File: src/hw/rtl/tncs_pkg.sv
// Shared types, constants and sequencer states for the top-N cosine similarity search.
// Used by the top level and by the square root and divider units.
package tncs_pkg;

  localparam int DEF_MAX_REFERENCES = 1024;
  localparam int DEF_MAX_LENGTH     = 256;
  localparam int DEF_MAX_TOP        = 16;

  localparam int SQ_W    = 56;
  localparam int ROOT_W  = 28;
  localparam int ELEM_W  = 24;
  localparam int UNIT_W  = 16;
  localparam int CFG_W   = 9;

  localparam logic       CFG_VECTOR_LENGTH   = 1'b0;
  localparam logic       CFG_TOP_N           = 1'b1;
  localparam logic [8:0] RESET_VECTOR_LENGTH = 9'd256;
  localparam logic [4:0] RESET_TOP_N         = 5'd1;
  localparam logic       KIND_REFERENCE      = 1'b0;

  typedef struct packed {
    logic                     kind;
    logic signed [ELEM_W-1:0] element_value;
    logic                     last_element;
  } in_item_t;

  typedef struct packed {
    logic [23:0]              query_number;
    logic [3:0]               rank;
    logic [10:0]              reference_index;
    logic signed [UNIT_W-1:0] score;
    logic                     last_result;
  } out_item_t;

  typedef enum logic [3:0] {
    ST_IDLE,
    ST_SQ_WAIT,
    ST_ROOT,
    ST_NORM_RD,
    ST_NORM_DAT,
    ST_NORM_DIV,
    ST_SCAN,
    ST_ISSUE,
    ST_DRAIN,
    ST_RANK,
    ST_EMIT
  } state_e;

endpackage

File: src/hw/rtl/tncs_div.sv
// Restoring divider that turns one element into its unit-length Q1.15 value.
// One quotient bit per cycle. Depends on tncs_pkg for widths.
module tncs_div (
  input  logic                              clk_i,
  input  logic                              rst_ni,
  input  logic                              start_i,
  input  logic signed [tncs_pkg::ELEM_W-1:0] e_i,
  input  logic [tncs_pkg::ROOT_W-1:0]        r_i,
  output logic                              done_o,
  output logic signed [tncs_pkg::UNIT_W-1:0] q_o
);
  import tncs_pkg::*;

  localparam int QB = 17;
  localparam int NW = ELEM_W + 15;

  logic [ELEM_W-1:0] mag;
  logic [NW-1:0]     num;
  logic [ROOT_W-1:0] rem_q, r_q;
  logic [ROOT_W:0]   rem2;
  logic [QB-1:0]     bits_q, quo_q;
  logic              neg_q, busy_q, done_q;
  logic [4:0]        cnt_q;

  assign mag  = e_i[ELEM_W-1] ? (~e_i + 1'b1) : e_i;
  assign num  = {mag, 15'b0} + NW'(r_i >> 1);
  assign rem2 = {rem_q, bits_q[QB-1]};

  always_ff @(posedge clk_i or negedge rst_ni) begin
    if (!rst_ni) begin
      busy_q <= 1'b0;
      done_q <= 1'b0;
      cnt_q  <= '0;
    end else begin
      done_q <= 1'b0;
      if (start_i) begin
        busy_q <= 1'b1;
        cnt_q  <= 5'(QB);
      end else if (busy_q) begin
        cnt_q <= cnt_q - 1'b1;
        if (cnt_q == 5'd1) begin
          busy_q <= 1'b0;
          done_q <= 1'b1;
        end
      end
    end
  end

  // The quotient is known to stay below 2^17, so the upper bits seed the remainder.
  always_ff @(posedge clk_i) begin
    if (start_i) begin
      rem_q  <= ROOT_W'(num[NW-1:QB]);
      bits_q <= num[QB-1:0];
      r_q    <= r_i;
      neg_q  <= e_i[ELEM_W-1];
      quo_q  <= '0;
    end else if (busy_q) begin
      bits_q <= bits_q << 1;
      if (rem2 >= {1'b0, r_q}) begin
        rem_q <= ROOT_W'(rem2 - {1'b0, r_q});
        quo_q <= {quo_q[QB-2:0], 1'b1};
      end else begin
        rem_q <= rem2[ROOT_W-1:0];
        quo_q <= {quo_q[QB-2:0], 1'b0};
      end
    end
  end

  always_comb begin
    if (neg_q) begin
      q_o = (quo_q > 17'd32768) ? -16'sd32768 : UNIT_W'(-quo_q);
    end else begin
      q_o = (quo_q > 17'd32767) ? 16'sd32767 : UNIT_W'(quo_q);
    end
  end

  assign done_o = done_q;

endmodule

File: config.mk
export PLATFORM = sky130hd
export DESIGN_NAME = tncs_div
export DESIGN_NICKNAME = d
export VERILOG_FILES = /design/src/hw/rtl/tncs_pkg.sv /design/src/hw/rtl/tncs_div.sv
export SDC_FILE = /design/constraint.sdc
export NUM_CORES = 1
export LEC_CHECK = 0
export ABC_AREA = 1
export BUFFER_PORTS_ARGS = -buffer_cell sky130_fd_sc_hd__buf_2
export CAP_MARGIN = 40
export CORE_AREA = 10 10 130 132
export CTS_BUF_LIST = sky130_fd_sc_hd__clkbuf_2 sky130_fd_sc_hd__clkbuf_4 sky130_fd_sc_hd__clkbuf_8
export CTS_CLUSTER_DIAMETER = 60
export DETAILED_ROUTE_END_ITERATION = 10
export DIE_AREA = 0 0 140 142
export PLACE_DENSITY_LB_ADDON = 0.08
export SETUP_SLACK_MARGIN = 0.2
export SYNTH_ARGS = -nofsm -noshare
export SYNTH_HDL_FRONTEND = slang
export SYNTH_SLANG_ARGS = --single-unit
File: constraint.sdc
create_clock -name clk_i -period 3.15 [get_ports clk_i]
set_input_delay 0.315 -clock clk_i [delete_from_list [all_inputs] [get_ports clk_i]]
set_output_delay 0.315 -clock clk_i [all_outputs]
set_load 0.02 [all_outputs]
# Word level (Yosys, flattened, before mapping)
# Cells that the tools add are included.
dict set report word_totals {
  ff_bits 98
  latchBits 0
  ram_bits 0
  romBits 0
  out_inout_bits 17
  word_cells 38
  n_memories 0
}
dict set report op_classes {
  addsub 5
  multipliers 0
  div 0
  magnitude_cmp 3
  n_eq_ne 1
  shifts 0
  mux 18
  bitwise 1
  reduce_logical 1
}
# cell count
set ops {}
lappend ops {{16-bit 2-to-1 mux} 3}
lappend ops {{22-bit 2-to-1 mux} 2}
lappend ops {{39-bit by 27-bit adder with 39-bit output} 1}
lappend ops {{17-bit 2-to-1 mux} 2}
lappend ops {{29-bit by 28-bit greater-or-equal comparator with 1-bit output} 1}
lappend ops {{28-bit 2-to-1 mux} 1}
lappend ops {{28-bit subtractor} 1}
lappend ops {{24-bit by 1-bit adder with 24-bit output (second input constant)} 1}
lappend ops {{24-bit 2-to-1 mux} 1}
lappend ops {{24-bit NOT} 1}
lappend ops {{17-bit by 15-bit > comparator with 1-bit output (second input constant)} 1}
lappend ops {{17-bit by 16-bit > comparator with 1-bit output (second input constant)} 1}
lappend ops {{16-bit negation} 1}
lappend ops {{5-bit 2-to-1 mux} 2}
lappend ops {{1-bit 2-to-1 mux} 7}
lappend ops {{5-bit by 1-bit == test with 1-bit output (second input constant)} 1}
lappend ops {{5-bit by 1-bit subtractor with 5-bit output (second input constant)} 1}
lappend ops {{2-bit nonzero test} 1}

# Depth between registers and ports, before layout
dict set report depth {
  ltp_word 5
  ltp_mapped 20
  depth_no_buf 20
}

# Worst setup path before layout
# No wires, ideal clock.
dict set report synth_path {
  path_kind {input -> register}
  startpoint {input e_i[23] (netlist name)}
  endpoint {register rem_q[20] (data pin)}
  t_arrival_ns 2.359
  required_ns 2.896
  path_slack_ns 0.537
  path_stages 18
  path_buffers 3
  cell_sequence {clkbuf_2 > buf_4 > buf_2 > nand2_1 > o21ai_0 > fa_1 > nand2_1 > nand2_1 > o21ai_0 > inv_1 > nand3_1 > nand4_1 > nand3_1 > inv_1 > nand3_1 > nand2_1 > nand3_1 > nand2_1}
}
dict set report synth_via {
  elab_chain_cells 3
}
# item line_no
set synth_rtl {}
lappend synth_rtl {{start: declaration} tncs_div.sv:7} ;# input logic signed [tncs_pkg::ELEM_W-1:0] e_i,
lappend synth_rtl {{24-bit 2-to-1 mux} tncs_div.sv:25} ;# assign mag = e_i[ELEM_W-1] ? (~e_i + 1'b1) : e_i;
lappend synth_rtl {{39-bit by 27-bit adder with 39-bit output} tncs_div.sv:26} ;# assign num = {mag, 15'b0} + NW'(r_i >> 1);
lappend synth_rtl {{22-bit 2-to-1 mux} tncs_div.sv:51} ;# if (start_i) begin
lappend synth_rtl {{end signal: assignment} tncs_div.sv:52} ;# rem_q <= ROOT_W'(num[NW-1:QB]);
lappend synth_rtl {{end signal: assignment} tncs_div.sv:60} ;# rem_q <= ROOT_W'(rem2 - {1'b0, r_q});
lappend synth_rtl {{end signal: assignment} tncs_div.sv:63} ;# rem_q <= rem2[ROOT_W-1:0];
lappend synth_rtl {{end: declaration} tncs_div.sv:19} ;# logic [ROOT_W-1:0] rem_q, r_q;
# No other way between the ends.
# A chain may end at the register's enable or synchronous reset.

# Worst setup path in the final report
dict set report layout_path {
  startpoint {register quo_q[0]}
  endpoint {output q_o[0] (netlist name)}
}
dict set report layout_via {
  elab_chain_cells 3
  word_cells_on_any_way 6
  classes_between {1 x add/sub; 2 x order compare; 3 x mux}
}
# item line_no
set layout_rtl {}
lappend layout_rtl {{start: declaration} tncs_div.sv:21} ;# logic [QB-1:0] bits_q, quo_q;
lappend layout_rtl {{start signal: assignment} tncs_div.sv:61} ;# quo_q <= {quo_q[QB-2:0], 1'b1};
lappend layout_rtl {{start signal: assignment} tncs_div.sv:64} ;# quo_q <= {quo_q[QB-2:0], 1'b0};
lappend layout_rtl {{16-bit negation, or another cell as far along} tncs_div.sv:71} ;# q_o = (quo_q > 17'd32768) ? -16'sd32768 : UNIT_W'(-quo_q);
lappend layout_rtl {{16-bit 2-to-1 mux, on equally long branches} {tncs_div.sv:71, tncs_div.sv:73}}
lappend layout_rtl {{16-bit 2-to-1 mux (*)} tncs_div.sv:70} ;# if (neg_q) begin
lappend layout_rtl {{end: declaration} tncs_div.sv:10} ;# output logic signed [tncs_pkg::UNIT_W-1:0] q_o
# Every way passes the cells marked *; elsewhere a longest branch is shown, timed or not.

==> impl_metrics.ini <==
[timing]
setup_viol = 0
whs_ns = 0.1042
fin_skew_ns = 0.01954
grt_setup_unrepaired = yes
worstMarginPinSlew_ns = 0.7703
tns_ns = 0
period_needed_ns = 2.880
maxSlewHeadroom_pct = 48.57
maxSlewViolCount = 0
fmax_ghz = 0.3472
finalHoldViolations = 0
period_share_pct = 91.44

[critical_path]
rr_endpoint = rem_q[11]$_DFFE_PP_
cp_data_required_time_ns = 2.83
reg2reg_slack_ns = 0.41
critPathMaxFanout = 7
r2r-start = rem_q[3]$_DFFE_PP_
startpoint = quo_q[0]$_SDFFE_PP0P_
r2r_cells = 10
cp.arrival_ns = 2.57
critical_path_class = flop to output port
crit_path_start_kind = flop
endpoint_kind = output port

[global_routing]
antenna_found_initial = 0
grt_pass1_vias = 6975
grt_usage_pct = 22.45
gr-total-overflow = 0
grt_max_degree = 38
grt_pass1_wl_microns = 36210

[routing]
totalWireLength_microns = 22680
antenna_left = 0
detail_route.wl_per_cell_microns = 16.59
drt_iter0_drc = 731
dr.pass1.iters = 6
vias_per_cell = 5.457
drcViolationCount = 0
num_vias = 7460

[placement]
dpl.hpwl_microns = 18500
portBuffers = 71
dp_cells = 1348
place_congestion = 1.070

[die]
fp-row-count = 44
die_area_sq_mm = 0.01988
core_area_sq_mm = 0.01431
die_width_microns = 140
initial_utilization_pct = 54.39
ios = 72
die_y_microns = 142

[clock_tree]
cts.sinks = 98
cts_tree = built
insertion_delay_ns = 0.39
path_clk_slew_ns = 0.12
cts_root_buf = clkbuf_8
cts_inserted_buffers = 9
clk_path_buf_depth = 2
ctsHtreeMaxLevel = 3

[worst_hold_path]
hold_depth = 1
min_from = r_i[0]
hp-class = input pin to flop
worst_hold_path.endpoint = r_q[0]$_DFFE_PP_

[power]
powerDensity_mw_per_mm2 = 751.0
p_leak_nw = 4.246
vdd_drop_max_mv = 0.3447
total_power_w = 0.006544

[yosys]
ys_ff_latch = 98
synth_ff_type = edfxtp_1
ys_types = 51
synth_sequential_area_ratio_pct = 34.39
netlist_top_cells_area = edfxtp_1 26%, nand2_1 15%, ha_1 7.6%
yosys_warnings = 0
synth_top_area_share_pct = 26.23
synthCells = 1097
yosys.area.top_type = edfxtp_1
synth_nets = 1201
avgSynthCellArea_sq_um = 7.097
synth-edff-count = 68
async_flop_share_pct = 7.143
synth_area_sq_mm = 0.007785

[status]
run_status = finished, final reports clean

[final_layout]
syn_to_final_growth_pct = 11.94
layoutNonFillerInstCount = 1367
fin_util_pct = 60.88
multiInputGateArea_sq_mm = 0.004526
seqCellArea_sq_mm = 0.002680
nets = 1281
fill_cells = 1357
final_layout_size_suffix_gt1_share_pct = 13.71

[job]
max_cap_viol_count = 0
==> how the worst max path moves through the flow <==
stage	endpoint	slack, ns	cells after the start
6_report	q_o[0]	0.27	7
5_1_grt	q_o[4]	0.15	11
4_1_cts	q_o[0]	0.21	11
3_5_place_dp	rem_q[20]$_DFFE_PP_	0.21	18
2_1_floorplan	rem_q[20]$_DFFE_PP_	0.54	18
3_3_place_gp	rem_q[14]$_DFFE_PP_	0.28	16
==> what timing repair did <==
item,4_1_cts,5_1_grt
pin swaps,0,4
setup buffers,0,1
resized for setup,1,31
hold buffers,1,0
endpoints found under the hold margin,7,0
endpoints found under the setup margin,8,16
==> power breakdown <==
group          switching (W)  internal (W)  leakage, nW  total [W]
Sequential          0.000184       0.00170        0.980    0.00189
Combinational        0.00244       0.00137         3.16    0.00381
Clock               0.000524      0.000318        0.104   0.000842
Total                0.00315       0.00340         4.25    0.00654
==> kinds of logic after synthesis <==
logic type | share of synthesized area, %
flops | 34.39
fa+ha+maj | 8.068
xor+xnor | 4.838
compound gates | 13.20
buf+inv | 8.148
simple gates | 31.36
==> routing by layer <==
layer / global-route usage [%] / part of all wire (%) / vias to the layer above
met3: 3.638 / 6.5 / 43
li1: - / - / 3802
met4: 8.315 / 2.9 / 0
met5: 0 / 0 / -
met1: 30.26 / 45 / 3376
met2: 35.56 / 46 / 239
==> cell usage after synthesis, types with 3 or more instances <==
cell type,n
clkbuf_1,8
nand2_2,9
nor3_1,10
dfrtp_1,7
o21ai_2,4
a21o_1,3
nand2_1,316
nor4_1,6
o21bai_1,7
nand4_1,15
nand3_1,80
a21oi_2,3
xnor2_1,16
o22ai_1,17
a31oi_1,4
inv_1,130
o211ai_2,3
edfxtp_1,68
o21ai_0,56
buf_1,4
o211ai_1,4
nor2_2,7
a21oi_1,54
o21ai_1,20
nor2_1,107
buf_6,3
nand3b_1,5
ha_1,47
inv_2,8
xor2_1,27
dfxtp_1,23
==> cell type report <==
type | count | area share [%]
Antenna cell | 1 | 0.02871
Clock buffer | 9 | 1.421
Clock inverter | 7 | 0.9907
Inverter | 140 | 6.059
Multi-Input combinational cell | 839 | 51.93
Sequential cell | 98 | 30.75
Tap cell | 184 | 2.642
Timing Repair Buffer | 89 | 6.174
==> stage by stage <==
step | cell area [sq um] | setup WS (ns)
final | 8715 | 0.2698
after global routing | 8712 | 0.1531
after CTS | 8622 | 0.2099
after detailed placement | 8394 | 0.2052
after global placement | 8394 | 0.2821
after floorplan | 7785 | 0.5370
==> worst max-delay path, stage by stage (launching register included) <==
cell and delay, ns:
dfxtp_2 0.36, ha_1 0.24, nor4_1 0.36, nand4_1 0.13
o21ai_1 0.40, nand2_1 0.32, a21oi_2 0.22, buf_4 0.16
==> flip-flops by register name, indices dropped and copies added (netlist names) <==
signal  count
busy_q      1
r_q        28
quo_q      17
rem_q      28
bits_q     17
cnt_q       5
done_o      1
neg_q       1
==> cells in the final DEF (no fill, tap or decap), drive strengths merged <==
cell type,instances
nor2,115
a211oi,1
buf,88
or3,1
nor4,7
a21oi,57
clkinv,6
diode,1
o211ai,7
dlygate4sd3,1
or2,3
nand3,82
o21ai,80
dfxtp,23
edfxtp,68
nand4,16
dfrtp,7
ha,47
fa,2
inv,141
nand3b,5
o22ai,17
o21a,1
xnor2,16
a21boi,1
a31oi,4
clkbuf,9
nor3,12
o31ai,1
o21bai,7
and3,1
xor2,27
a21o,3
nand2,326
(Power assumes the default switching activity.)
