File: src/hw/rtl/tncs_pkg.sv
// Shared types, constants and sequencer states for the top-N cosine similarity search.
// Used by the top level and by the square root and divider units.
package tncs_pkg;

  localparam int DEF_MAX_REFERENCES = 1024;
  localparam int DEF_MAX_LENGTH     = 256;
  localparam int DEF_MAX_TOP        = 16;

  localparam int SQ_W    = 56;
  localparam int ROOT_W  = 28;
  localparam int ELEM_W  = 24;
  localparam int UNIT_W  = 16;
  localparam int CFG_W   = 9;

  localparam logic       CFG_VECTOR_LENGTH   = 1'b0;
  localparam logic       CFG_TOP_N           = 1'b1;
  localparam logic [8:0] RESET_VECTOR_LENGTH = 9'd256;
  localparam logic [4:0] RESET_TOP_N         = 5'd1;
  localparam logic       KIND_REFERENCE      = 1'b0;

  typedef struct packed {
    logic                     kind;
    logic signed [ELEM_W-1:0] element_value;
    logic                     last_element;
  } in_item_t;

  typedef struct packed {
    logic [23:0]              query_number;
    logic [3:0]               rank;
    logic [10:0]              reference_index;
    logic signed [UNIT_W-1:0] score;
    logic                     last_result;
  } out_item_t;

  typedef enum logic [3:0] {
    ST_IDLE,
    ST_SQ_WAIT,
    ST_ROOT,
    ST_NORM_RD,
    ST_NORM_DAT,
    ST_NORM_DIV,
    ST_SCAN,
    ST_ISSUE,
    ST_DRAIN,
    ST_RANK,
    ST_EMIT
  } state_e;

endpackage

File: src/hw/rtl/tncs_root.sv
// Iterative integer square root, two radicand bits per cycle.
// Depends on tncs_pkg for widths.
module tncs_root (
  input  logic                       clk_i,
  input  logic                       rst_ni,
  input  logic                       start_i,
  input  logic [tncs_pkg::SQ_W-1:0]  x_i,
  output logic                       done_o,
  output logic [tncs_pkg::ROOT_W-1:0] root_o
);
  import tncs_pkg::*;

  logic [SQ_W-1:0] x_q, res_q, bit_q, sum;
  logic            busy_q, done_q;

  assign sum = res_q + bit_q;

  always_ff @(posedge clk_i or negedge rst_ni) begin
    if (!rst_ni) begin
      busy_q <= 1'b0;
      done_q <= 1'b0;
    end else begin
      done_q <= 1'b0;
      if (start_i) begin
        busy_q <= 1'b1;
      end else if (busy_q && bit_q[0]) begin
        busy_q <= 1'b0;
        done_q <= 1'b1;
      end
    end
  end

  always_ff @(posedge clk_i) begin
    if (start_i) begin
      x_q   <= x_i;
      res_q <= '0;
      bit_q <= SQ_W'(1) << (SQ_W - 2);
    end else if (busy_q) begin
      if (x_q >= sum) begin
        x_q   <= x_q - sum;
        res_q <= (res_q >> 1) + bit_q;
      end else begin
        res_q <= res_q >> 1;
      end
      bit_q <= bit_q >> 2;
    end
  end

  assign done_o = done_q;
  assign root_o = res_q[ROOT_W-1:0];

endmodule

File: config.mk
export PLATFORM = sky130hd
export DESIGN_NAME = tncs_root
export DESIGN_NICKNAME = d
export VERILOG_FILES = /design/src/hw/rtl/tncs_pkg.sv /design/src/hw/rtl/tncs_root.sv
export SDC_FILE = /design/constraint.sdc
export NUM_CORES = 1
export LEC_CHECK = 0
export BUFFER_PORTS_ARGS = -buffer_cell sky130_fd_sc_hd__buf_2
export CAP_MARGIN = 15
export CORE_AREA = 2 2 168 170
export DETAILED_ROUTE_END_ITERATION = 16
export DIE_AREA = 0 0 170 172
export PLACE_DENSITY = 0.7
export RECOVER_POWER = 25
export SETUP_SLACK_MARGIN = 0.05
export SLEW_MARGIN = 40
export SYNTH_ARGS = -nofsm -noshare
export SYNTH_HDL_FRONTEND = slang
export SYNTH_SLANG_ARGS = --single-unit
File: constraint.sdc
create_clock -name clk_i -period 10.4 [get_ports clk_i]
set_clock_uncertainty 0.1 [all_clocks]
set_input_delay 1.56 -clock clk_i [delete_from_list [all_inputs] [get_ports clk_i]]
set_output_delay 1.56 -clock clk_i [all_outputs]
set_load 0.02 [all_outputs]
* Yosys cells after proc, flatten, opt, wreduce, memory -nomap -nowiden *
Index checks and enable logic that the tools add are counted.

operators by class
  add/subtract/negate cells = 3
  $lt $le $gt $ge = 1
  multiplexer cells = 8
  reduce and logical (&&, ||, !) cells = 5

operator list
  cell                 number
  $mux W56             4
  $add A55 B55 Y56     1
  $add A56 B55 Y56     1
  $ge A56 B56 Y1       1
  $sub A56 B56 Y56     1
  $reduce_bool A2 Y1   3
  $mux W1              4
  $reduce_and A2 Y1    1
  $logic_and A1 B1 Y1  1

storage, ports and cells
  register bits = 142
  bits of input ports = 59
  output and inout port bits = 29
  word-level logic and storage cells = 22

* Logic depth before layout (Yosys ltp) *
Gate-level depths: netlist of run 1.

  depth after elaboration = 5
  gate-level depth with buffers = 24
  gate-level depth less buffers = 21

* Worst setup path after synthesis of run 1 *
OpenSTA, ideal clock, no wires.

  path kind = register -> register
  from = reg res_q[2]
  to = reg x_q[0], enable pin
  setup time = 0.415 ns
  arrival time = 5.537 ns
  required time = 9.885 ns
  path slack = 4.348 ns
  stages on the path, launching flop included = 20
  clock period less this slack = 6.052 ns
  path through = dfxtp_1 -> ha_1 -> a31o_2 -> a31oi_1 -> o21ai_0 -> a21boi_0 -> and2_1 -> o21ai_1 -> nand3_1 -> a221o_1 -> xor2_1 -> ha_1 -> nand2_1 -> nor2_1 -> nand3_1 -> or4_1 -> a311o_1 -> nand3_1 -> nand2_1 -> nand2_1

between the ends
  word-level cells in the longest chain between the ends = 4

RTL lines
  what                                 line             text
  start: declaration                   tncs_root.sv:13  logic [SQ_W-1:0] x_q, res_q, bit_q, sum;
  start signal: assignment             tncs_root.sv:41  res_q <= (res_q >> 1) + bit_q;
  start signal: assignment             tncs_root.sv:43  res_q <= res_q >> 1;
  $add A56 B55 Y56                     tncs_root.sv:16  assign sum = res_q + bit_q;
  $ge A56 B56 Y1                       tncs_root.sv:39  if (x_q >= sum) begin
  $reduce_bool A2 Y1 (no source line)  -
  $reduce_and A2 Y1 (no source line)   -
  end signal: assignment               tncs_root.sv:35  x_q <= x_i;
  end signal: assignment               tncs_root.sv:40  x_q <= x_q - sum;
  end: declaration                     tncs_root.sv:13

No other way between the ends.
A chain may end at the register's enable or synchronous reset.

* Final worst setup path of run 1 *
  from = in start_i
  to = reg x_q[4], data pin

between the ends
  word-level cells in the longest chain between the ends = 1

RTL lines
  what                line             text
  start: declaration  tncs_root.sv:6   input logic start_i,
  $mux W56            tncs_root.sv:34  if (start_i) begin

No other way between the ends.

==> flow_summary.yaml, run 1 <==
logic_synthesis:
  yosysTopAreaCellShare_pct: 12.5
  post_synth_fa_ha_maj_area_fraction_pct: 10.7
  synth_cells: 1708
  synth_area_sq_um: 13500
  yosys_most_used_dff: "sky130_fd_sc_hd__dfxtp_1"
  synth_area_leader_cell: "sky130_fd_sc_hd__dfxtp_1"
  mux_contribution_to_synthesized_area_pct: 3.72
  post_synth.cell_area_avg_sq_um: 7.90
  ys_async_sr_fraction_pct: 1.41
  netlist_top_cells_area: "sky130_fd_sc_hd__dfxtp_1 12%, sky130_fd_sc_hd__edfxtp_1 12%, sky130_fd_sc_hd__ha_1 11%"
  synth-compound-area-share_pct: 28.0
  synth_top_family_by_area: "compound AO/OA/AOI/OAI gates"
  post_synth_xor_area_fraction_pct: 7.92
  postSynthRegisterBits: 142
  synth.yosys.seq_area_share_pct: 25.3
  post_synth_num_cell_types: 80
  synth_enable_flop_cells: 56
  synth_simple_gate_area_share_pct: 19.0
  synth.net_count: 1882
  ys_warn_count: 0
clock_network:
  clk_latency_ps: 450
  clockBufferDepth: 2
  cts_max_level: 4
  numCtsBuffers: 17
  post_cts_resize_count: 0
  cts_setup_buffers: 0
  tritoncts: "built"
  clock_root_buffer_master: "sky130_fd_sc_hd__clkbuf_16"
  clock_sinks: 142
  clk_pin_slew_ps: 60
  hold_buffers: 0
cells_and_area:
  nets: 1879
  antenna-diode-count: 0
  stdcell_count: 2064
  fillerInstances: 2670
  final_cell_mix: "187 x sky130_fd_sc_hd__nor2_1, 173 x sky130_fd_sc_hd__nand2_1, 123 x sky130_fd_sc_hd__o21ai_0"
  area_delta_synth_final_pct: 6.87
  finalInstanceArea_sq_um: 14400
  utilization_of_the_core_after_routing_pct: 52.5
  leading_cell_type_in_the_layout_fill_and_taps_excluded: "sky130_fd_sc_hd__nor2_1"
  layout-drive-gt1-share_pct: 8.21
sta:
  achievable-frequency_mhz: 130
  finalCritPeriodShare_pct: 73.9
  fin_hold_ws_ps: 424
  report.final.setup_viol: 0
  setup_repair_after_global_routing_missed_its_margin: "no"
  slew_viol_final: 206
  max_slew.worst_pin.slew_ps: 3970
  total_negative_setup_slack_ps: 0
  setup_ws_ps: 2710
  max_slew_margin_pct: -165
  final-hold-violation-count: 0
  period_needed_ps: 7690
grt:
  grt_antenna_before_repair: 0
  grt_pass1_wl_microns: 62900
  global_route.usage.total_pct: 27.0
  first_global_vias: 12335
  grt_max_degree: 86
  global_route.overflow_total: 0
critical_path:
  crit_required_ps: 10330
  critPathKind: "in2reg"
  data_arrival_time_of_the_worst_path_ps: 7620
  crit_path_start_kind: "input pin"
  cp-end-kind: "flop"
  reg2reg_from: "res_q[26]"
  worst_setup_path_startpoint: "start_i"
  worstPathMaxFanout: 85
floorplanning:
  fp.dieArea_sq_um: 29200
  core-area_sq_um: 27500
  fp.dieW_microns: 170
  floorplan.initialDensity_pct: 49.1
  die_h_microns: 172
  std_cell_rows: 61
  ios: 88
place:
  port_buffers: 87
  post_dp_cell_area_sq_um: 13900
  dpl_worst_slack_ps: 3430
  dp.final_hpwl_microns: 29300
  gpl.final_weighted_congestion: 0.960
  numPlacedInstances: 2032
outcome:
  status: "complete, but fails checks"
  violations: "max-capacitance violations, max-slew violations"
pwr:
  cellPowerDensity_nw_per_um2: 266
  leakagePower_nw: 5.81
  finalPower_mw: 3.84
  power.ir.vdd_worst_uv: 210
drt:
  detail_route.wl_per_cell_microns: 19.2
  first_iter_violations: 1119
  drt_pre_antenna_iters: 6
  routed_via_density: 6.38
  drc_markers: 0
  postRouteWirelength_microns: 39600
  route.antenna.remaining_nets: 0
  detailroute.via_count: 13158
worst_hold_path:
  timing.hold.worst.start: "res_q[0]"
  min-delay-path-class: "reg2reg"
flow_run:
  drv.max_cap_violation_count: 4
-- sequential cells by signal (all words and copies together), names as in the netlist --
| name | count |
|---|---|
| busy_q | 1 |
| x_q | 56 |
| done_o | 1 |
| bit_q | 28 |
| res_q | 56 |
-- critical path, cell delays in order --
cell and delay, ps:
sky130_fd_sc_hd__clkbuf_1 1150, sky130_fd_sc_hd__clkbuf_1 1570, sky130_fd_sc_hd__clkbuf_1 2880, sky130_fd_sc_hd__o21ai_0 450
-- layer usage --
layer	GRT usage, %	vias to the layer above	routed length (microns)
met1	32.7	6211	16800
met3	4.14	108	2280
met2	47.8	503	19200
met4	11.1	0	1400
met5	0	-	0
li1	-	6336	-
-- synth_stat cells, types with 41 or more instances --
| library cell | number |
|---|---|
| sky130_fd_sc_hd__xor2_1 | 53 |
| sky130_fd_sc_hd__dfxtp_1 | 84 |
| sky130_fd_sc_hd__xnor2_1 | 69 |
| sky130_fd_sc_hd__o21ai_0 | 123 |
| sky130_fd_sc_hd__nor2_1 | 187 |
| sky130_fd_sc_hd__a31oi_1 | 48 |
| sky130_fd_sc_hd__a21o_1 | 49 |
| sky130_fd_sc_hd__a211oi_1 | 41 |
| sky130_fd_sc_hd__edfxtp_1 | 56 |
| sky130_fd_sc_hd__nand2_1 | 174 |
| sky130_fd_sc_hd__ha_1 | 114 |
| sky130_fd_sc_hd__clkbuf_1 | 62 |
| sky130_fd_sc_hd__nand4_1 | 42 |
| sky130_fd_sc_hd__a21oi_1 | 117 |
-- area by class of cell --
type | count | area, sq um | area share, %
inverters | 39 | 146 | 1.02
clock buffers | 19 | 443 | 3.07
clock inverters | 13 | 171 | 1.19
multi-input cells | 1410 | 9370 | 64.9
well taps | 346 | 433 | 3.00
repair buffers | 95 | 445 | 3.09
flip-flops and latches | 142 | 3420 | 23.7
-- kinds of logic after synthesis --
logic type,Yosys count
xor+xnor,122
buf+inv,156
fa+ha+maj,115
simple gates,558
compound gates,566
flops,142
mux,49
-- path summary, 6_finish.rpt --
path | depth (start not counted) | slack, ps | to
max | 4 | 2710 | x_q[4]
min | 2 | 420 | res_q[0]
max reg2reg | 19 | 3280 | x_q[9]
min reg2reg | 2 | 420 | res_q[0]
max in group asynchronous | 1 | 9280 | busy_q
min in group asynchronous | 1 | 790 | busy_q
-- power by group --
group	switching (mW)	total, mW	internal [mW]
clock	0.282	0.671	0.389
combinational	1.37	2.24	0.866
sequential	0.135	0.934	0.799
Note: power is estimated with default switching activity, not from simulation.
==> run 2, diff against run 1 <==
--- a/config.mk
+++ b/config.mk
@@ -5,12 +5,13 @@
 export SDC_FILE = /design/constraint.sdc
 export NUM_CORES = 1
 export LEC_CHECK = 0
+export ABC_AREA = 1
 export BUFFER_PORTS_ARGS = -buffer_cell sky130_fd_sc_hd__buf_2
 export CAP_MARGIN = 15
-export CORE_AREA = 2 2 168 170
+export CORE_AREA = 2 2 188 190
 export DETAILED_ROUTE_END_ITERATION = 16
-export DIE_AREA = 0 0 170 172
-export PLACE_DENSITY = 0.7
+export DIE_AREA = 0 0 190 192
+export PLACE_DENSITY = 0.72
 export RECOVER_POWER = 25
 export SETUP_SLACK_MARGIN = 0.05
 export SLEW_MARGIN = 40
==> constraint.sdc (replaced) <==
create_clock -name clk_i -period 6.4 [get_ports clk_i]
set_clock_uncertainty 0.1 [all_clocks]
set_input_delay 0.96 -clock clk_i [delete_from_list [all_inputs] [get_ports clk_i]]
set_output_delay 0.96 -clock clk_i [all_outputs]
set_load 0.02 [all_outputs]
==> run 2 against run 1 <==
Net effect:
- the flow still finishes with violations (max-capacitance violations, max-slew violations)
- clock-buffer cell count shrank 2
- synthesized cell count grew 75%
- global-route usage grew 10 points
- sequential cell count is the same
- worst setup slack lost 1800 ps
- largest cell class unchanged
- highest routed layer unchanged
==> flow_summary.yaml, run 2 <==
sta:
  setup_repair_after_global_routing_missed_its_margin: "no"
  final-hold-violation-count: 0
  max_slew.worst_pin.slew_ps: 4010
  report.final.setup_viol: 0
  finalCritPeriodShare_pct: 85.4
  period_needed_ps: 5460
  slew_viol_final: 209
  setup_ws_ps: 937
  max_slew_margin_pct: -167
  total_negative_setup_slack_ps: 0
  achievable-frequency_mhz: 183
cells_and_area:
  fillerInstances: 3675
  largestRegisters: "res_q x56, x_q x56, bit_q x28"
  area_delta_synth_final_pct: 6.76
  final_cell_mix: "910 x sky130_fd_sc_hd__nand2_1, 425 x sky130_fd_sc_hd__inv_1, 363 x sky130_fd_sc_hd__nor2_1"
  antenna-diode-count: 0
  leading_cell_type_in_the_layout_fill_and_taps_excluded: "sky130_fd_sc_hd__nand2_1"
  nets: 3188
  layout-drive-gt1-share_pct: 4.82
logic_synthesis:
  synth_enable_flop_cells: 56
  post_synth_xor_area_fraction_pct: 3.85
  ys_async_sr_fraction_pct: 1.41
  synth_area_leader_cell: "sky130_fd_sc_hd__nand2_1"
  netlist_top_cells_area: "sky130_fd_sc_hd__nand2_1 20%, sky130_fd_sc_hd__dfxtp_1 9.8%, sky130_fd_sc_hd__edfxtp_1 9.8%"
  postSynthRegisterBits: 142
  synth-compound-area-share_pct: 13.7
  synth_simple_gate_area_share_pct: 41.4
  synth.yosys.seq_area_share_pct: 20.0
  yosysTopAreaCellShare_pct: 20.0
  synth_cells: 2990
  post_synth_fa_ha_maj_area_fraction_pct: 8.47
  post-synth-top-count-cell: "sky130_fd_sc_hd__nand2_1"
  yosys_most_used_dff: "sky130_fd_sc_hd__dfxtp_1"
  synth_top_family_by_area: "simple AND/OR/NAND/NOR gates"
  ys_warn_count: 0
  synth.net_count: 3164
  post_synth.cell_area_avg_sq_um: 5.71
  post_synth_num_cell_types: 48
  post_synth_most_frequent_cells: "911 x sky130_fd_sc_hd__nand2_1, 426 x sky130_fd_sc_hd__inv_1, 363 x sky130_fd_sc_hd__nor2_1"
  synth_area_sq_um: 17100
  mux_contribution_to_synthesized_area_pct: 0
pwr:
  leakagePower_nw: 8.20
  power.ir.vdd_worst_uv: 290
  cellPowerDensity_nw_per_um2: 424
clock_network:
  hold_buffers: 0
  tritoncts: "built"
  cts_max_level: 4
  clock_sinks: 142
  cts_setup_buffers: 0
  clk_pin_slew_ps: 80
  clk_latency_ps: 470
  numCtsBuffers: 17
  post_cts_resize_count: 0
  clockBufferDepth: 2
  clock_root_buffer_master: "sky130_fd_sc_hd__clkbuf_16"
critical_path:
  crit_required_ps: 6430
  crit_path_max_incr_delay_ps: 600
  path_cells: "ha_1, nand2_1, o21ai_0, a21o_1, nand2_1, nand2_1, a21oi_1, o21ai_0, nand2_1, nand3_1, nand2_1, ha_1, nand2_2, nor2_2, nand3_1, nor2_2, nand3_1, nand3_1, nor2_1, nand2_1, nand3_1, nand2_2, buf_12"
  crit_path_start_kind: "flop"
  crit_path_top_cell_by_count: "sky130_fd_sc_hd__nand2_1"
  regToRegSetupSlack_ps: 940
  worstPathMaxFanout: 56
  critPathKind: "reg2reg"
  cp-end-kind: "flop"
  data_arrival_time_of_the_worst_path_ps: 5500
  crit_path_top_delay_cell: "sky130_fd_sc_hd__o21ai_0"
drt:
  routed_via_density: 5.70
  postRouteWirelength_microns: 68200
  route.antenna.remaining_nets: 0
  detailroute.via_count: 19850
  first_iter_violations: 1835
  detail_route.wl_per_cell_microns: 19.6
  drt_pre_antenna_iters: 6
  drc_markers: 0
grt:
  grt_max_degree: 84
  global_route.usage.total_pct: 37.2
  first_global_vias: 19095
  global_route.overflow_total: 0
  grt_antenna_before_repair: 0
  grt_pass1_wl_microns: 103000
floorplanning:
  fp.dieW_microns: 190
  std_cell_rows: 68
  core-area_sq_um: 34300
  floorplan.initialDensity_pct: 49.8
  ios: 88
  die_h_microns: 192
  fp.dieArea_sq_um: 36500
outcome:
  violations: "max-capacitance violations, max-slew violations"
  status: "complete, but fails checks"
place:
  gpl.final_weighted_congestion: 1.01
  dpl_worst_slack_ps: 1100
  port_buffers: 87
  dp.final_hpwl_microns: 55300
flow_run:
  drv.max_cap_violation_count: 3
worst_hold_path:
  min-delay-path-class: "in2async"
## run 2: layout make-up
cell class | instances | area, sq um | area share (%)
Multi-Input combinational cell | 2317 | 11500 | 63.1
Sequential cell | 142 | 3410 | 18.7
Inverter | 433 | 1630 | 8.92
Tap cell | 455 | 569 | 3.12
Timing Repair Buffer | 103 | 541 | 2.97
Clock buffer | 17 | 425 | 2.33
Clock inverter | 15 | 146 | 0.803
## run 2: worst max-delay path, delay by kind of cell, from the launching register on
kind | cells | cell delay [ps]
simple gates | 16 | 2190
flops | 1 | 370
fa+ha+maj | 2 | 750
compound gates | 4 | 1330
buf+inv | 1 | 320
## run 2: report_power, final
| group | switching (mW) | internal [mW] | total [mW] | leakage, nW |
|---|---|---|---|---|
| Sequential | 0.250 | 1.34 | 1.59 | 1.29 |
| Combinational | 3.50 | 1.61 | 5.10 | 6.62 |
| Clock | 0.523 | 0.520 | 1.04 | 0.287 |
## run 2: worst paths after layout
check                          from      end  cells after the start
max                        res_q[2]  x_q[12]                     23
min                          rst_ni   busy_q                      1
max reg2reg                res_q[2]  x_q[12]                     23
min reg2reg                bit_q[0]   done_o                      2
max in group asynchronous    rst_ni   done_o                      1
min in group clk_i         bit_q[0]   done_o                      2
## run 2: metrics by stage
stage	instance area, sq um	total power [mW]	instances	utilization (%)	hold slack [ps]
after floorplan	17100	5.16	2990	-	350
after global placement	17700	6.49	3450	51.6	379
after detailed placement	17700	6.55	3450	51.6	383
after CTS	18300	7.60	3482	53.3	152
after global routing	18200	8.32	3482	53.2	164
final	18200	7.73	3482	53.2	165
## run 2: layer usage
metal  part of all wire [%]  vias to the layer above  track usage, %
met4                    6.5                        0            23.0
li1                       -                     9665               -
met1                     41                     9099            45.2
met5                      0                        -               0
met3                    6.2                      215            3.69
met2                     46                      871            63.5
## run 2: logic make-up (layout without fill, tap and decap cells)
group	after synthesis	in the layout
buf+inv	531	568
compound gates	434	434
simple gates	1693	1693
xor+xnor	75	75
flops	142	142
fa+ha+maj	115	115
==> run 3, diff against run 2 <==
--- a/config.mk
+++ b/config.mk
@@ -7,11 +7,11 @@
 export LEC_CHECK = 0
 export ABC_AREA = 1
 export BUFFER_PORTS_ARGS = -buffer_cell sky130_fd_sc_hd__buf_2
-export CAP_MARGIN = 15
+export CAP_MARGIN = 0
 export CORE_AREA = 2 2 188 190
 export DETAILED_ROUTE_END_ITERATION = 16
 export DIE_AREA = 0 0 190 192
-export PLACE_DENSITY = 0.72
+export PLACE_DENSITY = 0.7
 export RECOVER_POWER = 25
 export SETUP_SLACK_MARGIN = 0.05
 export SLEW_MARGIN = 40
==> constraint.sdc (replaced) <==
create_clock -name clk_i -period 6.6 [get_ports clk_i]
set_clock_uncertainty 0.1 [all_clocks]
set_input_delay 0.99 -clock clk_i [delete_from_list [all_inputs] [get_ports clk_i]]
set_output_delay 0.99 -clock clk_i [all_outputs]
set_load 0.02 [all_outputs]
==> run 3 against run 2 <==
Net effect:
- global-route usage about the same
- first-iteration DRC count is 6.8% lower
- cell count hardly changed
- final area is 0.20% lower
- the flow still finishes with violations (max-capacitance violations, max-slew violations)
- highest routed layer unchanged
- via count is 0.25% lower
- non-clock buffer count is 2 lower
- sequential cell count did not move
- register-to-register slack improved by 110 ps
- maximum frequency decreased by 1.6%
- sequential share of layout area about the same
- core utilization down 0.11 points
==> flow_summary.yaml, run 3 (same netlist as run 2, synthesis figures left out) <==
place:
  port_buffers: 87
  gpl.final_weighted_congestion: 1.04
  numPlacedInstances: 3448
  dp.final_hpwl_microns: 55200
cells_and_area:
  stdcell_count: 3480
  area_delta_synth_final_pct: 6.54
  largestRegisters: "res_q x56, x_q x56, bit_q x28"
  nets: 3186
  antenna-diode-count: 0
  leading_cell_type_in_the_layout_fill_and_taps_excluded: "sky130_fd_sc_hd__nand2_1"
  layout-drive-gt1-share_pct: 4.73
  final_cell_mix: "910 x sky130_fd_sc_hd__nand2_1, 425 x sky130_fd_sc_hd__inv_1, 363 x sky130_fd_sc_hd__nor2_1"
clock_network:
  cts_setup_buffers: 0
  clockBufferDepth: 2
  clock_root_buffer_master: "sky130_fd_sc_hd__clkbuf_16"
  tritoncts: "built"
  cts_max_level: 4
  clk_pin_slew_ps: 70
  numCtsBuffers: 17
  clk_latency_ps: 480
  clock_sinks: 142
  post_cts_resize_count: 0
  hold_buffers: 0
floorplanning:
  floorplan.initialDensity_pct: 49.8
  ios: 88
  die_h_microns: 192
  std_cell_rows: 68
  core-area_sq_um: 34300
  fp.dieArea_sq_um: 36500
  fp.dieW_microns: 190
grt:
  grt_antenna_before_repair: 0
  global_route.overflow_total: 0
  grt_max_degree: 84
  first_global_vias: 18900
  grt_pass1_wl_microns: 103000
  global_route.usage.total_pct: 37.2
sta:
  final-hold-violation-count: 0
  max_slew.worst_pin.slew_ps: 4020
  total_negative_setup_slack_ps: 0
  report.final.setup_viol: 0
  finalCritPeriodShare_pct: 84.1
  achievable-frequency_mhz: 180
  slew_viol_final: 254
  setup_repair_after_global_routing_missed_its_margin: "no"
  period_needed_ps: 5550
  max_slew_margin_pct: -168
critical_path:
  cp-end-kind: "flop"
  crit_path_max_incr_delay_ps: 590
  crit_path_top_delay_cell: "sky130_fd_sc_hd__o21ai_0"
  data_arrival_time_of_the_worst_path_ps: 5580
  critPathKind: "reg2reg"
  worst_path_buf_inv: 1
  regToRegSetupSlack_ps: 1050
  crit_required_ps: 6630
  crit_path_top_cell_by_count: "sky130_fd_sc_hd__nand2_1"
  path_delay_family: "simple AND/OR/NAND/NOR gates"
  path_cells: "ha_1, nand2_1, o21ai_0, a21o_1, nand2_1, nand2_1, a21oi_1, o21ai_0, xor2_1, ha_1, nand2_1, nor2_1, nand2_1, nor2_1, nand2_1, nand3_2, nand2_1, nand2_1, nand3_1, nand2_2, buf_12"
  worstPathMaxFanout: 56
  crit_path_start_kind: "flop"
outcome:
  violations: "max-capacitance violations, max-slew violations"
  status: "complete, but fails checks"
drt:
  routed_via_density: 5.69
  detailroute.via_count: 19801
  drc_markers: 0
  postRouteWirelength_microns: 68100
  route.antenna.remaining_nets: 0
  first_iter_violations: 1711
  drt_pre_antenna_iters: 8
  detail_route.wl_per_cell_microns: 19.6
pwr:
  cellPowerDensity_nw_per_um2: 410
  power.ir.vdd_worst_uv: 252
  leakagePower_nw: 8.18
flow_run:
  drv.max_cap_violation_count: 4
worst_hold_path:
  min-delay-path-class: "in2async"
run 3: cell types whose count changed in the layout (fill, tap and decap cells not counted):
| cell | previous run | this run |
|---|---|---|
| sky130_fd_sc_hd__clkinv_4 | 1 | 4 |
| sky130_fd_sc_hd__inv_8 | 6 | 3 |
| sky130_fd_sc_hd__inv_4 | 0 | 1 |
| sky130_fd_sc_hd__buf_2 | 61 | 63 |
| sky130_fd_sc_hd__clkinv_8 | 1 | 0 |
| sky130_fd_sc_hd__o21ai_0 | 159 | 160 |
| sky130_fd_sc_hd__clkbuf_8 | 0 | 1 |
| sky130_fd_sc_hd__inv_6 | 5 | 4 |
| sky130_fd_sc_hd__clkbuf_1 | 28 | 29 |
| sky130_fd_sc_hd__buf_4 | 12 | 7 |
| sky130_fd_sc_hd__o21ai_1 | 6 | 5 |
run 3: per-stage QoR:
stage	cell area, sq um	worst slack, ps	hold WS [ps]	power (mW)	utilization (%)
after CTS	18200	1160	185	7.33	53.2
after detailed placement	17700	1180	393	6.34	51.6
after global routing	18200	675	201	8.04	53.1
after floorplan	17100	1550	350	5.00	-
final	18200	1050	190	7.45	53.1
after global placement	17700	1330	371	6.28	51.6
run 3: final timing paths:
check | startpoint | endpoint | depth (start not counted)
setup reg to reg | res_q[2] | x_q[5] | 21
min in group clk_i | res_q[0] | res_q[0] | 2
max in group asynchronous | rst_ni | done_o | 1
hold reg to reg | res_q[0] | res_q[0] | 2
hold / removal | rst_ni | busy_q | 1
setup / recovery | res_q[2] | x_q[5] | 21
run 3: power breakdown:
part / switching [mW] / internal (mW)
clock network: 0.480 / 0.504
logic: 3.36 / 1.56
registers: 0.254 / 1.30
total: 4.10 / 3.36
run 3: routing by layer:
| layer | vias to the layer above | part of all wire, % | wire length [microns] | global-route usage, % |
|---|---|---|---|---|
| li1 | 9677 | - | - | - |
| met1 | 9128 | 41 | 28000 | 45.7 |
| met2 | 828 | 47 | 32000 | 63.9 |
| met3 | 168 | 6.1 | 4160 | 3.96 |
| met4 | 0 | 5.9 | 4000 | 20.5 |
| met5 | - | 0 | 0 | 0 |
run 3: area by class of cell:
type,count,area [sq um]
Fill cell,3625,16100
Multi-Input combinational cell,2317,11500
Sequential cell,142,3410
Inverter,433,1630
Tap cell,455,569
Timing Repair Buffer,101,517
Clock buffer,18,439
Clock inverter,14,120
